## src/rtl/ctcg_pkg.sv

```systemverilog
`default_nettype none

package ctcg_pkg;

   // Sizing
   localparam int unsigned VOCAB_MAX   = 64;
   localparam int unsigned ID_CAPACITY = 256;
   localparam int unsigned SIDX_W      = $clog2(VOCAB_MAX + 1);  // score index, stops at VOCAB_MAX
   localparam int unsigned BIDX_W      = $clog2(VOCAB_MAX);      // winning class index
   localparam int unsigned IDCNT_W     = $clog2(ID_CAPACITY + 1);

   // Result queue, depth must be a power of two
   localparam int unsigned RQ_DEPTH = 4;
   localparam int unsigned RQ_PTR_W = $clog2(RQ_DEPTH);
   localparam int unsigned RQ_CNT_W = $clog2(RQ_DEPTH + 1);

   // FNV-1a 32
   localparam logic [31:0] HASH_OFFSET = 32'd2166136261;
   localparam logic [31:0] HASH_PRIME  = 32'd16777619;

   localparam logic [15:0] FRAMES_MAX = 16'hFFFF;

   // Result kinds and status codes
   localparam logic ITEM_ID      = 1'b0;
   localparam logic ITEM_SUMMARY = 1'b1;
   localparam logic STATUS_OK       = 1'b0;
   localparam logic STATUS_TOO_LONG = 1'b1;

   typedef struct packed {
      logic signed [15:0] score;
      logic               frame_end;
      logic               utterance_end;
   } req_type;

   typedef struct packed {
      logic        item_type;
      logic [5:0]  phoneme_id;
      logic [31:0] hash_value;
      logic [15:0] frames_seen;
      logic [8:0]  ids_emitted;
      logic        status;
      logic        last_of_run;
   } rsp_type;

endpackage

`default_nettype wire

```

## src/rtl/ctc_greedy_decoder_with_hash.sv

```systemverilog
`default_nettype none
// Flow: an accepted beat waits in the input register and is decoded once two result-queue
//   entries are free; its results then enter the result queue, any summary after its id.
// Throughput: one score beat per cycle unless stalled; req stalls only while a beat is held
//   and over two of the four queue entries are full; a ready rsp does not prevent that.
// Reset (synchronous, active high): clears the argmax, counters and overflow flag, loads the
//   hash with the FNV-1a offset basis, and empties the input stage and result queue.

module ctc_greedy_decoder_with_hash (
   input  wire                      clock,
   input  wire                      reset,
   input  wire                      req_valid,
   output logic                     req_ready,
   input  wire  ctcg_pkg::req_type  req_payload,
   output logic                     rsp_valid,
   input  wire                      rsp_ready,
   output ctcg_pkg::rsp_type        rsp_payload
);

   // ---------------------------------------------------------------------------------------
   // Input stage: one registered beat
   // ---------------------------------------------------------------------------------------
   logic                   in_valid_ff, in_valid_in;
   ctcg_pkg::req_type      in_beat_ff;
   logic                   req_accept;
   logic                   advance;   // decode the held beat this cycle

   // ---------------------------------------------------------------------------------------
   // Per-utterance decoder state
   // ---------------------------------------------------------------------------------------
   logic signed [15:0]             best_score_ff, best_score_in;
   logic [ctcg_pkg::BIDX_W-1:0]    best_index_ff, best_index_in;
   logic [ctcg_pkg::SIDX_W-1:0]    score_index_ff, score_index_in;
   logic [ctcg_pkg::BIDX_W-1:0]    prev_winner_ff, prev_winner_in;
   logic                           prev_valid_ff, prev_valid_in;
   logic [31:0]                    hash_ff, hash_in;
   logic [15:0]                    frames_ff, frames_in;
   logic [ctcg_pkg::IDCNT_W-1:0]   ids_ff, ids_in;
   logic                           overflow_ff, overflow_in;

   // ---------------------------------------------------------------------------------------
   // Result queue
   // ---------------------------------------------------------------------------------------
   ctcg_pkg::rsp_type              rq_ff [ctcg_pkg::RQ_DEPTH];
   logic [ctcg_pkg::RQ_PTR_W-1:0]  rq_wr_ff, rq_wr_in;
   logic [ctcg_pkg::RQ_PTR_W-1:0]  rq_rd_ff, rq_rd_in;
   logic [ctcg_pkg::RQ_CNT_W-1:0]  rq_cnt_ff, rq_cnt_in;
   logic [1:0]                     push_n;
   logic                           pop;
   ctcg_pkg::rsp_type              slot0, slot1;

   // Room for the worst case (two results) before decoding a beat.
   assign advance    = in_valid_ff &&
                       (rq_cnt_ff <= ctcg_pkg::RQ_CNT_W'(ctcg_pkg::RQ_DEPTH - 2));
   assign req_ready  = !in_valid_ff || advance;
   assign req_accept = req_valid && req_ready;
   assign in_valid_in = req_accept || (in_valid_ff && !advance);

   assign rsp_valid   = (rq_cnt_ff != '0);
   assign rsp_payload = rq_ff[rq_rd_ff];
   assign pop         = rsp_valid && rsp_ready;

   // ---------------------------------------------------------------------------------------
   // Decode: argmax update, frame close, result build
   // ---------------------------------------------------------------------------------------
   always_comb begin
      logic                        fend;
      logic                        uend;
      logic                        in_range;
      logic [ctcg_pkg::BIDX_W-1:0] win;
      logic                        emit_id;
      ctcg_pkg::rsp_type           id_rsp;
      ctcg_pkg::rsp_type           sum_rsp;

      best_score_in  = best_score_ff;
      best_index_in  = best_index_ff;
      score_index_in = score_index_ff;
      prev_winner_in = prev_winner_ff;
      prev_valid_in  = prev_valid_ff;
      hash_in        = hash_ff;
      frames_in      = frames_ff;
      ids_in         = ids_ff;
      overflow_in    = overflow_ff;
      push_n         = 2'd0;
      emit_id        = 1'b0;
      fend           = in_beat_ff.frame_end;
      uend           = in_beat_ff.frame_end && in_beat_ff.utterance_end;
      in_range       = (score_index_ff < ctcg_pkg::SIDX_W'(ctcg_pkg::VOCAB_MAX));
      win            = '0;
      id_rsp         = '0;
      sum_rsp        = '0;
      slot0          = '0;
      slot1          = '0;

      if (advance) begin
         // Running argmax; first index wins ties, extra scores past the vocab are ignored.
         if (score_index_ff == '0) begin
            best_score_in = in_beat_ff.score;
            best_index_in = '0;
         end else if (in_range && (in_beat_ff.score > best_score_ff)) begin
            best_score_in = in_beat_ff.score;
            best_index_in = ctcg_pkg::BIDX_W'(score_index_ff);
         end
         if (in_range) begin
            score_index_in = score_index_ff + 1'b1;
         end

         if (fend) begin
            win            = best_index_in;
            score_index_in = '0;
            // After an overflow the rest of the utterance is dropped.
            if (!overflow_ff) begin
               hash_in = 32'((hash_ff ^ 32'(win)) * ctcg_pkg::HASH_PRIME);
               if (frames_ff != ctcg_pkg::FRAMES_MAX) begin
                  frames_in = frames_ff + 16'd1;
               end
               if ((win != '0) && (!prev_valid_ff || (win != prev_winner_ff))) begin
                  if (ids_ff < ctcg_pkg::IDCNT_W'(ctcg_pkg::ID_CAPACITY)) begin
                     ids_in  = ids_ff + 1'b1;
                     emit_id = 1'b1;
                  end else begin
                     overflow_in = 1'b1;
                  end
               end
               prev_winner_in = win;
               prev_valid_in  = 1'b1;
            end

            id_rsp.item_type   = ctcg_pkg::ITEM_ID;
            id_rsp.phoneme_id  = 6'(win);
            id_rsp.hash_value  = hash_in;
            id_rsp.frames_seen = frames_in;
            id_rsp.ids_emitted = 9'(ids_in);
            id_rsp.status      = overflow_in ? ctcg_pkg::STATUS_TOO_LONG : ctcg_pkg::STATUS_OK;
            id_rsp.last_of_run = !uend;

            sum_rsp             = id_rsp;
            sum_rsp.item_type   = ctcg_pkg::ITEM_SUMMARY;
            sum_rsp.phoneme_id  = '0;
            sum_rsp.last_of_run = 1'b1;

            if (emit_id && uend) begin
               push_n = 2'd2;
               slot0  = id_rsp;
               slot1  = sum_rsp;
            end else if (emit_id) begin
               push_n = 2'd1;
               slot0  = id_rsp;
            end else if (uend) begin
               push_n = 2'd1;
               slot0  = sum_rsp;
            end

            // Utterance done: back to the reset picture.
            if (uend) begin
               best_score_in  = '0;
               best_index_in  = '0;
               score_index_in = '0;
               prev_winner_in = '0;
               prev_valid_in  = 1'b0;
               hash_in        = ctcg_pkg::HASH_OFFSET;
               frames_in      = '0;
               ids_in         = '0;
               overflow_in    = 1'b0;
            end
         end
      end
   end

   // Queue pointers
   always_comb begin
      rq_wr_in  = rq_wr_ff + ctcg_pkg::RQ_PTR_W'(push_n);
      rq_rd_in  = rq_rd_ff + ctcg_pkg::RQ_PTR_W'(pop);
      rq_cnt_in = rq_cnt_ff + ctcg_pkg::RQ_CNT_W'(push_n) - ctcg_pkg::RQ_CNT_W'(pop);
   end

   // ---------------------------------------------------------------------------------------
   // Registers
   // ---------------------------------------------------------------------------------------
   always_ff @(posedge clock) begin
      if (reset) begin
         in_valid_ff    <= 1'b0;
         best_score_ff  <= '0;
         best_index_ff  <= '0;
         score_index_ff <= '0;
         prev_winner_ff <= '0;
         prev_valid_ff  <= 1'b0;
         hash_ff        <= ctcg_pkg::HASH_OFFSET;
         frames_ff      <= '0;
         ids_ff         <= '0;
         overflow_ff    <= 1'b0;
         rq_wr_ff       <= '0;
         rq_rd_ff       <= '0;
         rq_cnt_ff      <= '0;
      end else begin
         in_valid_ff    <= in_valid_in;
         best_score_ff  <= best_score_in;
         best_index_ff  <= best_index_in;
         score_index_ff <= score_index_in;
         prev_winner_ff <= prev_winner_in;
         prev_valid_ff  <= prev_valid_in;
         hash_ff        <= hash_in;
         frames_ff      <= frames_in;
         ids_ff         <= ids_in;
         overflow_ff    <= overflow_in;
         rq_wr_ff       <= rq_wr_in;
         rq_rd_ff       <= rq_rd_in;
         rq_cnt_ff      <= rq_cnt_in;
      end
   end

   // Payload registers, no reset
   always_ff @(posedge clock) begin
      if (req_accept) begin
         in_beat_ff <= req_payload;
      end
      if (push_n != 2'd0) begin
         rq_ff[rq_wr_ff] <= slot0;
      end
      if (push_n == 2'd2) begin
         rq_ff[rq_wr_ff + 1'b1] <= slot1;
      end
   end

   // ---------------------------------------------------------------------------------------
   // Assertions
   // ---------------------------------------------------------------------------------------
   a_rq_bound: assert property (@(posedge clock) disable iff (reset)
      rq_cnt_ff <= ctcg_pkg::RQ_CNT_W'(ctcg_pkg::RQ_DEPTH))
      else $error("result queue count past depth");

   a_room_on_push: assert property (@(posedge clock) disable iff (reset)
      (push_n != 2'd0) |-> (rq_cnt_ff <= ctcg_pkg::RQ_CNT_W'(ctcg_pkg::RQ_DEPTH - 2)))
      else $error("push without room");

   a_sidx_bound: assert property (@(posedge clock) disable iff (reset)
      score_index_ff <= ctcg_pkg::SIDX_W'(ctcg_pkg::VOCAB_MAX))
      else $error("score index past vocab");

   a_summary_id_zero: assert property (@(posedge clock) disable iff (reset)
      (rsp_valid && (rsp_payload.item_type == ctcg_pkg::ITEM_SUMMARY))
         |-> (rsp_payload.phoneme_id == '0) && rsp_payload.last_of_run)
      else $error("summary beat malformed");

   a_hash_after_reset: assert property (@(posedge clock) disable iff (reset)
      $past(reset) |-> (hash_ff == ctcg_pkg::HASH_OFFSET) && (ids_ff == '0))
      else $error("state not cleared by reset");

endmodule

`default_nettype wire

```

## config.mk

```make
export PLATFORM = sky130hd
export DESIGN_NAME = ctc_greedy_decoder_with_hash
export DESIGN_NICKNAME = d
export VERILOG_FILES = /design/src/rtl/ctcg_pkg.sv /design/src/rtl/ctc_greedy_decoder_with_hash.sv
export SDC_FILE = /design/constraint.sdc
export NUM_CORES = 1
export LEC_CHECK = 0
export BUFFER_PORTS_ARGS = -buffer_cell sky130_fd_sc_hd__buf_4
export CORE_ASPECT_RATIO = 0.8
export CORE_MARGIN = 2
export CORE_UTILIZATION = 57
export CTS_CLUSTER_SIZE = 10
export DETAILED_ROUTE_END_ITERATION = 6
export GPL_ROUTABILITY_DRIVEN = 1
export PLACE_DENSITY = 0.79
export SETUP_SLACK_MARGIN = 0.1
export SLEW_MARGIN = 25
export SYNTH_ARGS = -nofsm -noshare
export SYNTH_HDL_FRONTEND = slang
export SYNTH_SLANG_ARGS = --single-unit
```

## constraint.sdc

```tcl
create_clock -name clock -period 7.81 [get_ports clock]
set_input_delay 1.562 -clock clock [delete_from_list [all_inputs] [get_ports clock]]
set_output_delay 1.562 -clock clock [all_outputs]
set_load 0.01 [all_outputs]
```

# Word-level counts from Yosys, hierarchy flattened
# Memories as Yosys holds them, arrays and structs flattened. A register that Yosys moved wholly into a read port is not among the register bits.
# Index checks and enable logic that the tools add are counted.
# op_classes
order_cmp	4
reduce_logical	23
n_mux	54
n_mul	1
n_eq_ne	4
addsub	8
n_bitwise	1
# ops
op	count
two-way mux 66 bit	8
two-way mux 16 bit	7
two-way mux 32 bit	2
two-way mux 6 bit	7
two-way mux 9 bit	4
multiplier 32 x 25 -> 32 bit, second input constant	1
XOR 32 x 6 -> 32 bit	1
two-way mux 1 bit	20
adder 16 x 1 -> 16 bit, second input constant	1
greater-than comparator 16 bit	1
!= test 16 bit, second input constant	1
two-way mux 7 bit	2
adder 9 x 1 -> 9 bit, second input constant	1
< comparator 9 bit, second input constant	1
logical AND 1 bit	8
two-way mux 2 bit	4
adder 7 x 1 -> 7 bit, second input constant	1
logical NOT 7 bit	1
< comparator 7 bit, second input constant	1
!= test 6 bit	1
nonzero test 6 bit	1
logical NOT 1 bit	4
AND reduction 2 bit	2
nonzero test 2 bit	2
other kinds (11)	13
# word_totals
mem_count	1
ram_bits	264
elab_cells	112
output_inout_bits	68
register_bits	120
in_bits	22
# memory_table
memory	depth	word_bits	rd	rd_clocked_by_memory_dff	write_ports	line_no	rtl
rq_ff	4	66	1	1	2	ctc_greedy_decoder_with_hash.sv:44	ctcg_pkg::rsp_type rq_ff [ctcg_pkg::RQ_DEPTH];

# Logic depth before layout (Yosys ltp)
# Gate-level depths: netlist of the first run.
# depth
word_depth	19
depth_mapped	32
ltp_nobuf	30

# Least setup slack after synthesis of the first run
# Ideal clock, no wire load.
# synth_timing
path_kind	reg-to-reg
startpoint	register in_beat_ff[15] in the netlist's numbering
endpoint	memory rq_ff[0][51] in the netlist's numbering, data pin
period_less_slack_ns	7.657
setup_slack_ns	0.153
n_path_buf	2
stages_incl_launch_ff	32
arrival_time_ns	7.392
setup_ns	0.265
required_ns	7.545
cell_sequence	edfxtp_1 > ha_1 > a21o_1 > a21o_1 > a211o_1 > or4b_1 > buf_2 > nand4_1 > and2_1 > clkbuf_1 > xnor2_1 > ha_1 > ha_1 > fa_1 > ha_1 > fa_1 > ha_1 > inv_1 > fa_1 > inv_1 > ha_1 > and3_1 > and3_1 > a211oi_1 > o21ai_0 > a221o_1 > and4_1 > nor3_1 > a21oi_1 > xor2_1 > nor2_1 > nor3_1
# synth_lines
item	line_no	rtl
start: declaration	ctc_greedy_decoder_with_hash.sv:24	ctcg_pkg::req_type in_beat_ff;
start signal: assignment	ctc_greedy_decoder_with_hash.sv:215	in_beat_ff <= req_payload;
end: declaration	ctc_greedy_decoder_with_hash.sv:44	

==> impl_metrics.yaml, run 1 <==
clocking:
  clk_path_buf_depth: 3
  root_buffer: "clkbuf_16"
  cts.sinks: 384
  h-tree-depth: 2
  cts.reportedPaths.clkPinSlew_ns: 0.05
  numCtsBuffers: 46
  hold_buffers: 0
  clk_latency_ns: 0.57
  cts_tree: "done"
timing:
  report.final.hold_viol_count: 0
  layout_min_cycle_time_ns: 7.60
  finalClockSkew_ns: 0.0189
  slew_headroom_pct: 27.9
  worstMarginPinSlew_ns: 1.07
  rsz0062_at_grt: "yes"
  finalMaxSlewViolations: 0
  finalSetupViolations: 0
  timing.hold.ws_ns: 0.447
  timing.fmax_mhz: 132
  fin_crit_sh_pct: 97.3
drt:
  dr.pass1.iters: 5
  remaining_drc_errors: 0
  wl_per_cell_um: 20.3
  via_per_inst: 5.90
  ant_nets: 0
  drt-total-wl_mm: 54.3
  drt_iter0_drc: 1434
  vias: 15800
worst_hold_path:
  hold_class: "reg2reg"
yosys:
  synth_area_leaders: "edfxtp_1 (35%), ha_1 (12%), dfxtp_1 (11%)"
  yosysUniqueCellTypes: 75
  synthCells: 2022
  synth_edf_count: 258
  synth_area_sq_um: 22300
  yosysSeqAreaShare_pct: 46.1
  yosys.area.top_type: "edfxtp_1"
  syn_avg_cell_area_sq_um: 11.0
  netlist.area_leader.share_pct: 34.7
  synth-async-reset-ratio_pct: 0
  synth-main-ff-cell: "edfxtp_1"
  synthesis.nets: 2332
  ys_ff_latch: 384
  yosys_warnings: 0
floorplanning:
  core_sq_um: 38400
  initial_core_util_pct: 58.0
  dieWidth_um: 225
  die_h_um: 181
  num_rows: 64
  die_area_sq_um: 40700
  ios: 90
final_layout:
  final_layout_size_suffix_gt1_share_pct: 16.7
  synthToLayoutAreaGrowth_pct: 14.5
  fillers: 2843
  fin_nets: 2452
  diodes: 0
run_status:
  status: "finished clean"
worst_setup_path:
  slowest_delay_ns: 0.62
  worstPathArrival_ns: 7.87
  cp-start-kind: "flip-flop"
  worst-path-max-fanout: 6
  critPathSlowestCell: "or4b_4"
  critPathCaptureType: "flip-flop"
  critical_path_class: "reg2reg"
  critPathRequiredTime_ns: 8.08
global_routing:
  grt_pass1_wl_mm: 85.4
  grt_pass1_vias: 15900
  use_met2_pct: 43.4
  grt_max_degree: 61
  met3_usage_pct: 4.80
  globalRouteMet1Util_pct: 38.1
  antenna_found_initial: 0
  overflow: 0
  top_usage_layer: "met2"
  grt_usage_pct: 26.9
placement:
  placement.io_buffers: 89
  gp_congestion: 0.914
  post-dp-hpwl_mm: 36.6
flow_run:
  drv_cap: 0
-- cell usage in the layout, fill, tap and decap left out, types with 14 or more instances in the layout --
master     Yosys  routed
and3_1        16      14
xnor2_1       50      42
a21oi_1       75      73
buf_4         10     157
nor3_1        31      27
o21ai_1       27      35
nand3_1       27      27
ha_1         213     194
clkbuf_1      48      28
dfxtp_1      126     124
inv_1        226     220
o21ai_0       72      62
nand2_1      126     125
edfxtp_1     258     258
xor2_1        25      25
fa_1          75      75
mux4_2        66      66
a21o_1        20      20
clkbuf_16      0      46
nor2_1       323     318
a22oi_1       18      18
-- per-stage QoR --
step	instance area, sq um	util [%]	cells	worst slack (ns)	setup TNS (ns)
floorplan	22300	-	2022	0.153	0
finish	25500	66.4	2672	0.210	0
CTS	25100	65.4	2665	0.113	0
global route	25500	66.4	2672	-0.0670	-0.379
global placement	23700	61.6	2581	-0.0852	-0.504
detailed placement	23700	61.6	2581	-0.240	-3.12
-- area by class of cell --
| type | instances | area (sq um) | area share, % |
|---|---|---|---|
| flip-flops and latches | 384 | 10300 | 40.2 |
| inverters | 228 | 856 | 3.35 |
| clock inverters | 7 | 95.1 | 0.372 |
| clock buffers | 76 | 1280 | 5.03 |
| repair buffers | 158 | 1190 | 4.66 |
| multi-input cells | 1324 | 11200 | 43.9 |
| well taps | 495 | 619 | 2.43 |
-- metal layers --
metal | part of all wire, % | vias up
met2 | 47 | 590
met5 | 0 | -
met1 | 43 | 7812
li1 | - | 7278
met3 | 8.1 | 83
met4 | 2.0 | 0
-- worst max-delay path, delay by kind of cell (launching register included) --
kind                     cells  cell delay, ns
AO/OA/AOI/OAI                8            1.90
XOR/XNOR                     2            0.32
adder cells (fa/ha/maj)      9            2.85
buffers and inverters        2            0.10
flip-flops                   1            0.43
AND/OR/NAND/NOR              8            1.71
-- worst paths after layout --
path / from / endpoint / slack, ns / depth (start not counted)
min: rq_ff[3][60] / rq_ff[3][60] / 0.45 / 2
max: in_beat_ff[7] / rq_ff[1][51] / 0.21 / 29
max reg2reg: in_beat_ff[7] / rq_ff[1][51] / 0.21 / 29
min reg2reg: rq_ff[3][60] / rq_ff[3][60] / 0.45 / 2
-- logic make-up (layout without fill, tap and decap cells) --
kind of cell    Yosys count  count (layout)  synth area share [%]
buf+inv                 314             469                  5.56
mux                      80              80                  7.34
compound gates          284             284                  7.74
flops                   384             384                  46.1
xor+xnor                 75              75                  2.95
simple gates            597             597                  11.7
fa+ha+maj               288             288                  18.7
-- cells in the mapped netlist, types with 3 or more instances --
| master | count |
|---|---|
| nor2_1 | 323 |
| edfxtp_1 | 258 |
| inv_1 | 226 |
| ha_1 | 213 |
| dfxtp_1 | 126 |
| nand2_1 | 126 |
| a21oi_1 | 75 |
| fa_1 | 75 |
| o21ai_0 | 72 |
| mux4_2 | 66 |
| xnor2_1 | 50 |
| clkbuf_1 | 48 |
| nor3_1 | 31 |
| nand3_1 | 27 |
| o21ai_1 | 27 |
| xor2_1 | 25 |
| a21o_1 | 20 |
| a22oi_1 | 18 |
| and3_1 | 16 |
| a31oi_1 | 14 |
| buf_1 | 14 |
| buf_2 | 13 |
| nand4_1 | 13 |
| mux2i_1 | 12 |
| and2_1 | 10 |
| buf_4 | 10 |
| nor2b_1 | 10 |
| nand2b_1 | 9 |
| a211oi_1 | 7 |
| o21a_1 | 7 |
| o21bai_1 | 6 |
| or3_1 | 6 |
| nand2_2 | 5 |
| a22o_1 | 4 |
| o31ai_1 | 4 |
| a32o_1 | 3 |
| o2111ai_1 | 3 |
| o211ai_1 | 3 |
| o22ai_1 | 3 |
-- state kept, by name (all words and copies together) (netlist names) --
name,count
frames_ff,16
rq_ff,264
in_beat_ff,18
ids_ff,9
prev_winner_ff,6
best_score_ff,16
score_index_ff,7
best_index_ff,6
in_valid_ff,1
prev_valid_ff,1
hash_ff,32
rq_wr_ff,2
overflow_ff,1
rq_cnt_ff,3
rq_rd_ff,2
-- what timing repair did --
item | 4_1_cts | 5_1_grt
endpoints found under the setup margin | 47 | 75
endpoints found under the hold margin | 0 | 0
resized for setup | 14 | 59
pin swaps | 1 | 48
setup buffers | 1 | 7
Power of run 1 is left out: the tool's default activity adds up to more than one toggle a clock period on the data nets, which glitch-free logic cannot reach.
==> run 2, diff against run 1 <==
CELL_PAD_IN_SITES_DETAIL_PLACEMENT = 1   (was unset)
CELL_PAD_IN_SITES_GLOBAL_PLACEMENT = 1   (was unset)
CORE_UTILIZATION = 46   (was 57)
==> impl_metrics.yaml, run 2 (synthesis results as in run 1) <==
run_status:
  status: "finished with violations"
  violations: "setup timing"
clocking:
  cts_tree: "done"
  hold_buffers: 0
  cts.reportedPaths.clkPinSlew_ns: 0.06
  cts.sinks: 384
  root_buffer: "clkbuf_16"
  clk_path_buf_depth: 3
  clk_latency_ns: 0.59
  numCtsBuffers: 45
  h-tree-depth: 2
final_layout:
  largest_reg_flops: 264
  fillers: 5120
  multi_input_area_sq_um: 11300
  finalInstanceArea_sq_um: 25900
  regArea_sq_um: 10300
  layout_common_cells: "nor2_1 (315), edfxtp_1 (258), inv_1 (219)"
  final_layout_size_suffix_gt1_share_pct: 17.9
  final_common_cell: "nor2_1"
  biggestRegsByFlops: "rq_ff: 264 flops, hash_ff: 32 flops, in_beat_ff: 18 flops"
  fin_nets: 2469
  regMostFlops: "rq_ff"
  diodes: 0
  stdcell_count: 2825
  synthToLayoutAreaGrowth_pct: 16.3
floorplanning:
  die_area_sq_um: 50300
  num_rows: 72
  ios: 90
  core_sq_um: 48100
  dieWidth_um: 250
  die_h_um: 201
  initial_core_util_pct: 46.3
global_routing:
  grt_pass1_vias: 17400
  grt_max_degree: 61
  grt_pass1_wl_mm: 99.3
  antenna_found_initial: 0
  overflow: 0
  grt_usage_pct: 25.4
timing:
  timing.fmax_mhz: 126
  finalMaxSlewViolations: 0
  report.final.hold_viol_count: 0
  worstMarginPinSlew_ns: 1.06
  finalClockSkew_ns: 0.0260
  slew_headroom_pct: 29.1
  rsz0062_at_grt: "yes"
  tns_ns: -1.02
  finalSetupViolations: 21
  layout_setup_ws_ns: -0.101
  layout_min_cycle_time_ns: 7.91
  fin_crit_sh_pct: 101
worst_setup_path:
  critPathRequiredTime_ns: 8.10
  slowest_delay_ns: 0.50
  r2r_start: "in_beat_ff[16]"
  cpMostUsedCell: "buf_4"
  crit_start: "in_beat_ff[16]"
  critPathSlowestCell: "fa_1"
  critical_path_class: "reg2reg"
  crit_end: "rq_ff[2][57]"
  worstPathArrival_ns: 8.20
  cp-start-kind: "flip-flop"
  worst-path-max-fanout: 6
  r2r_cells: 34
  r2r-end: "rq_ff[2][57]"
  r2r_slack_ns: -0.10
  critPathCaptureType: "flip-flop"
flow_run:
  drv_cap: 0
drt:
  vias: 16200
  drt_iter0_drc: 1039
  remaining_drc_errors: 0
  drt-total-wl_mm: 65.4
  ant_nets: 0
  wl_per_cell_um: 23.2
  via_per_inst: 5.73
  dr.pass1.iters: 6
placement:
  post-place-cells: 2723
  post-dp-hpwl_mm: 42.8
  gp_congestion: 0.878
  pre_cts_slack_ns: -0.386
  post_dp_cell_area_sq_um: 23900
  placement.io_buffers: 89
worst_hold_path:
  hold_class: "reg2reg"
==> run 2: layer usage <==
layer / part of all wire (%) / vias to the layer above / track usage, %
met4: 2.2 / 0 / 7.40
met3: 5.3 / 98 / 3.58
met1: 44 / 8343 / 35.0
met2: 48 / 452 / 42.0
li1: - / 7300 / -
met5: 0 / - / 0
==> run 2: worst min path at each step <==
| stage | start | endpoint | slack, ns | cells past startpoint |
|---|---|---|---|---|
| after floorplan | rq_ff[2][59] | rq_ff[2][59] | 0.43 | 2 |
| after global placement | rq_ff[3][64] | rq_ff[3][64] | 0.43 | 2 |
| after detailed placement | rq_ff[0][60] | rq_ff[0][60] | 0.44 | 2 |
| after CTS | rq_ff[1][63] | rq_ff[1][63] | 0.45 | 2 |
| after global routing | rq_ff[1][63] | rq_ff[1][63] | 0.47 | 2 |
| final | rq_ff[1][63] | rq_ff[1][63] | 0.45 | 2 |
==> run 2: final cells by class <==
type / count / area share [%]
Sequential cell: 384 / 39.6
Inverter: 228 / 3.30
Clock buffer: 79 / 4.92
Timing Repair Buffer: 176 / 5.17
Multi-Input combinational cell: 1324 / 43.6
Clock inverter: 5 / 0.299
Tap cell: 629 / 3.04
==> run 2: through the flow <==
step | hold WS [ns] | util, %
floorplan | 0.426 | -
global placement | 0.434 | 49.7
detailed placement | 0.444 | 49.7
CTS | 0.454 | 52.8
global route | 0.470 | 53.9
finish | 0.450 | 53.9
==> run 2: timing repair <==
action,4_1_cts,5_1_grt
gates resized for setup,22,79
endpoints found under the setup margin,59,80
buffers inserted,4,14
endpoints found under the hold margin,0,0
pin swaps,6,52
==> run 2: worst max-delay path: cells and delay by family (launching register included) <==
kind	cells	cell delay (ns)
fa+ha+maj	9	2.90
compound gates	12	2.57
buf+inv	7	0.87
simple gates	3	0.50
flops	1	0.41
xor+xnor	2	0.19
mux	1	0.16
Power of run 2 is left out for the same reason.
==> run 3, diff against run 2 <==
CORE_MARGIN = 10   (was 2)
==> impl_metrics.yaml, run 3 (synthesis results as in run 1) <==
worst_setup_path:
  r2r_cells: 32
  cp-start-kind: "flip-flop"
  slowest_delay_ns: 0.50
  worst-path-max-fanout: 6
  critical_path_class: "reg2reg"
  critPathRequiredTime_ns: 8.11
  r2r_start: "in_beat_ff[15]"
  r2r-end: "rq_ff[1][49]"
  critPathCaptureType: "flip-flop"
  r2r_slack_ns: 0.11
  worstPathArrival_ns: 8.00
  critPathSlowestCell: "fa_1"
drt:
  wl_per_cell_um: 23.1
  drt_iter0_drc: 1081
  ant_nets: 0
  dr.pass1.iters: 5
  remaining_drc_errors: 0
  vias: 16100
  via_per_inst: 5.70
  drt-total-wl_mm: 65.1
placement:
  pre_cts_slack_ns: -0.383
  gp_congestion: 0.882
  post-dp-hpwl_mm: 43.0
  post-place-cells: 2725
  placement.io_buffers: 89
global_routing:
  grt_pass1_wl_mm: 100
  overflow: 0
  grt_max_degree: 61
  grt_usage_pct: 22.2
  grt_pass1_vias: 17600
  antenna_found_initial: 0
final_layout:
  biggestRegsByFlops: "rq_ff: 264 flops, hash_ff: 32 flops, in_beat_ff: 18 flops"
  final_common_cell: "nor2_1"
  diodes: 0
  largest_reg_flops: 264
  fin_nets: 2472
  layout_common_cells: "nor2_1 (316), edfxtp_1 (258), inv_1 (220)"
  final_layout_size_suffix_gt1_share_pct: 17.9
  synthToLayoutAreaGrowth_pct: 16.3
  regMostFlops: "rq_ff"
  stdcell_count: 2824
worst_hold_path:
  hold_end: "rq_ff[0][60]"
  hold_class: "reg2reg"
  whs_path_depth: 2
  hold_start: "rq_ff[0][60]"
clocking:
  hold_buffers: 0
  clk_path_buf_depth: 3
  cts.sinks: 384
  clk_latency_ns: 0.59
  cts_tree: "done"
  h-tree-depth: 2
  cts.reportedPaths.clkPinSlew_ns: 0.06
  numCtsBuffers: 45
  root_buffer: "clkbuf_16"
timing:
  finalMaxSlewViolations: 0
  layout_setup_ws_ns: 0.113
  timing.hold.ws_ns: 0.451
  worstMarginPinSlew_ns: 1.10
  rsz0062_at_grt: "yes"
  report.final.hold_viol_count: 0
  finalSetupViolations: 0
  timing.fmax_mhz: 130
  tns_ns: 0
  layout_min_cycle_time_ns: 7.70
  slew_headroom_pct: 26.8
  fin_crit_sh_pct: 98.6
  finalClockSkew_ns: 0.0220
floorplanning:
  core_sq_um: 48100
  die_area_sq_um: 57700
  dieWidth_um: 266
  ios: 90
  initial_core_util_pct: 46.3
  num_rows: 72
  die_h_um: 217
run_status:
  status: "finished clean"
flow_run:
  drv_cap: 0
## run 3: changes by cell type in the layout (fill, tap and decap cells not counted), sizes merged
| cell | change |
|---|---|
| clkinvlp | +1 |
| inv | -1 |
| clkbuf | -3 |
| bufinv | -1 |
| buf | +3 |
## run 3: critical path: cells and delay by family (launching register included)
family / cells / cell delay [ns]
DFF: 1 / 0.44
adders and majority gates: 9 / 3.06
buffers and inverters: 5 / 0.54
and+or+nand+nor: 8 / 1.34
xor gates and xnor gates: 2 / 0.29
AOI/OAI and AO/OA: 8 / 1.73
## run 3: cell type report
| type | count | area (sq um) |
|---|---|---|
| sequential | 384 | 10300 |
| timing repair buffer | 179 | 1360 |
| tap | 629 | 787 |
| clock buffer | 76 | 1260 |
| fill | 5094 | 22200 |
| multi-input combinational | 1324 | 11300 |
| clock inverter | 4 | 58.8 |
| inverter | 228 | 856 |
## run 3: worst max path at each step
stage          cells after the start  slack (ns)      startpoint           end
5_1_grt                           31       -0.19  in_beat_ff[15]  rq_ff[1][51]
2_1_floorplan                     31        0.15  in_beat_ff[15]  rq_ff[0][51]
4_1_cts                           35        0.10   in_beat_ff[7]  rq_ff[0][55]
3_5_place_dp                      30       -0.38  in_beat_ff[15]  rq_ff[2][49]
3_3_place_gp                      29       -0.03   in_beat_ff[7]  rq_ff[2][51]
6_report                          32        0.11  in_beat_ff[15]  rq_ff[1][49]
## run 3: routing by layer
layer	vias to the layer above	wire (um)	track usage [%]
li1	7326	-	-
met1	8224	27500	28.7
met2	464	31500	37.0
met3	96	4480	4.83
met4	0	1600	6.26
met5	-	0	0
## run 3: timing repair
item                                    in CTS  in global routing
endpoints found under the setup margin      67                 75
pin swaps                                   19                 52
gates resized for setup                     41                 65
gates cloned                                 0                  0
endpoints found under the hold margin        0                  0
setup buffers                                6                 13
## run 3: metrics by stage
step,utilization [%],cell area (sq um)
2_1_floorplan,-,22300
3_3_place_gp,49.7,23900
3_5_place_dp,49.7,23900
4_1_cts,53.1,25500
5_1_grt,53.9,25900
6_report,53.9,25900
Power of run 3 is left out for the same reason.
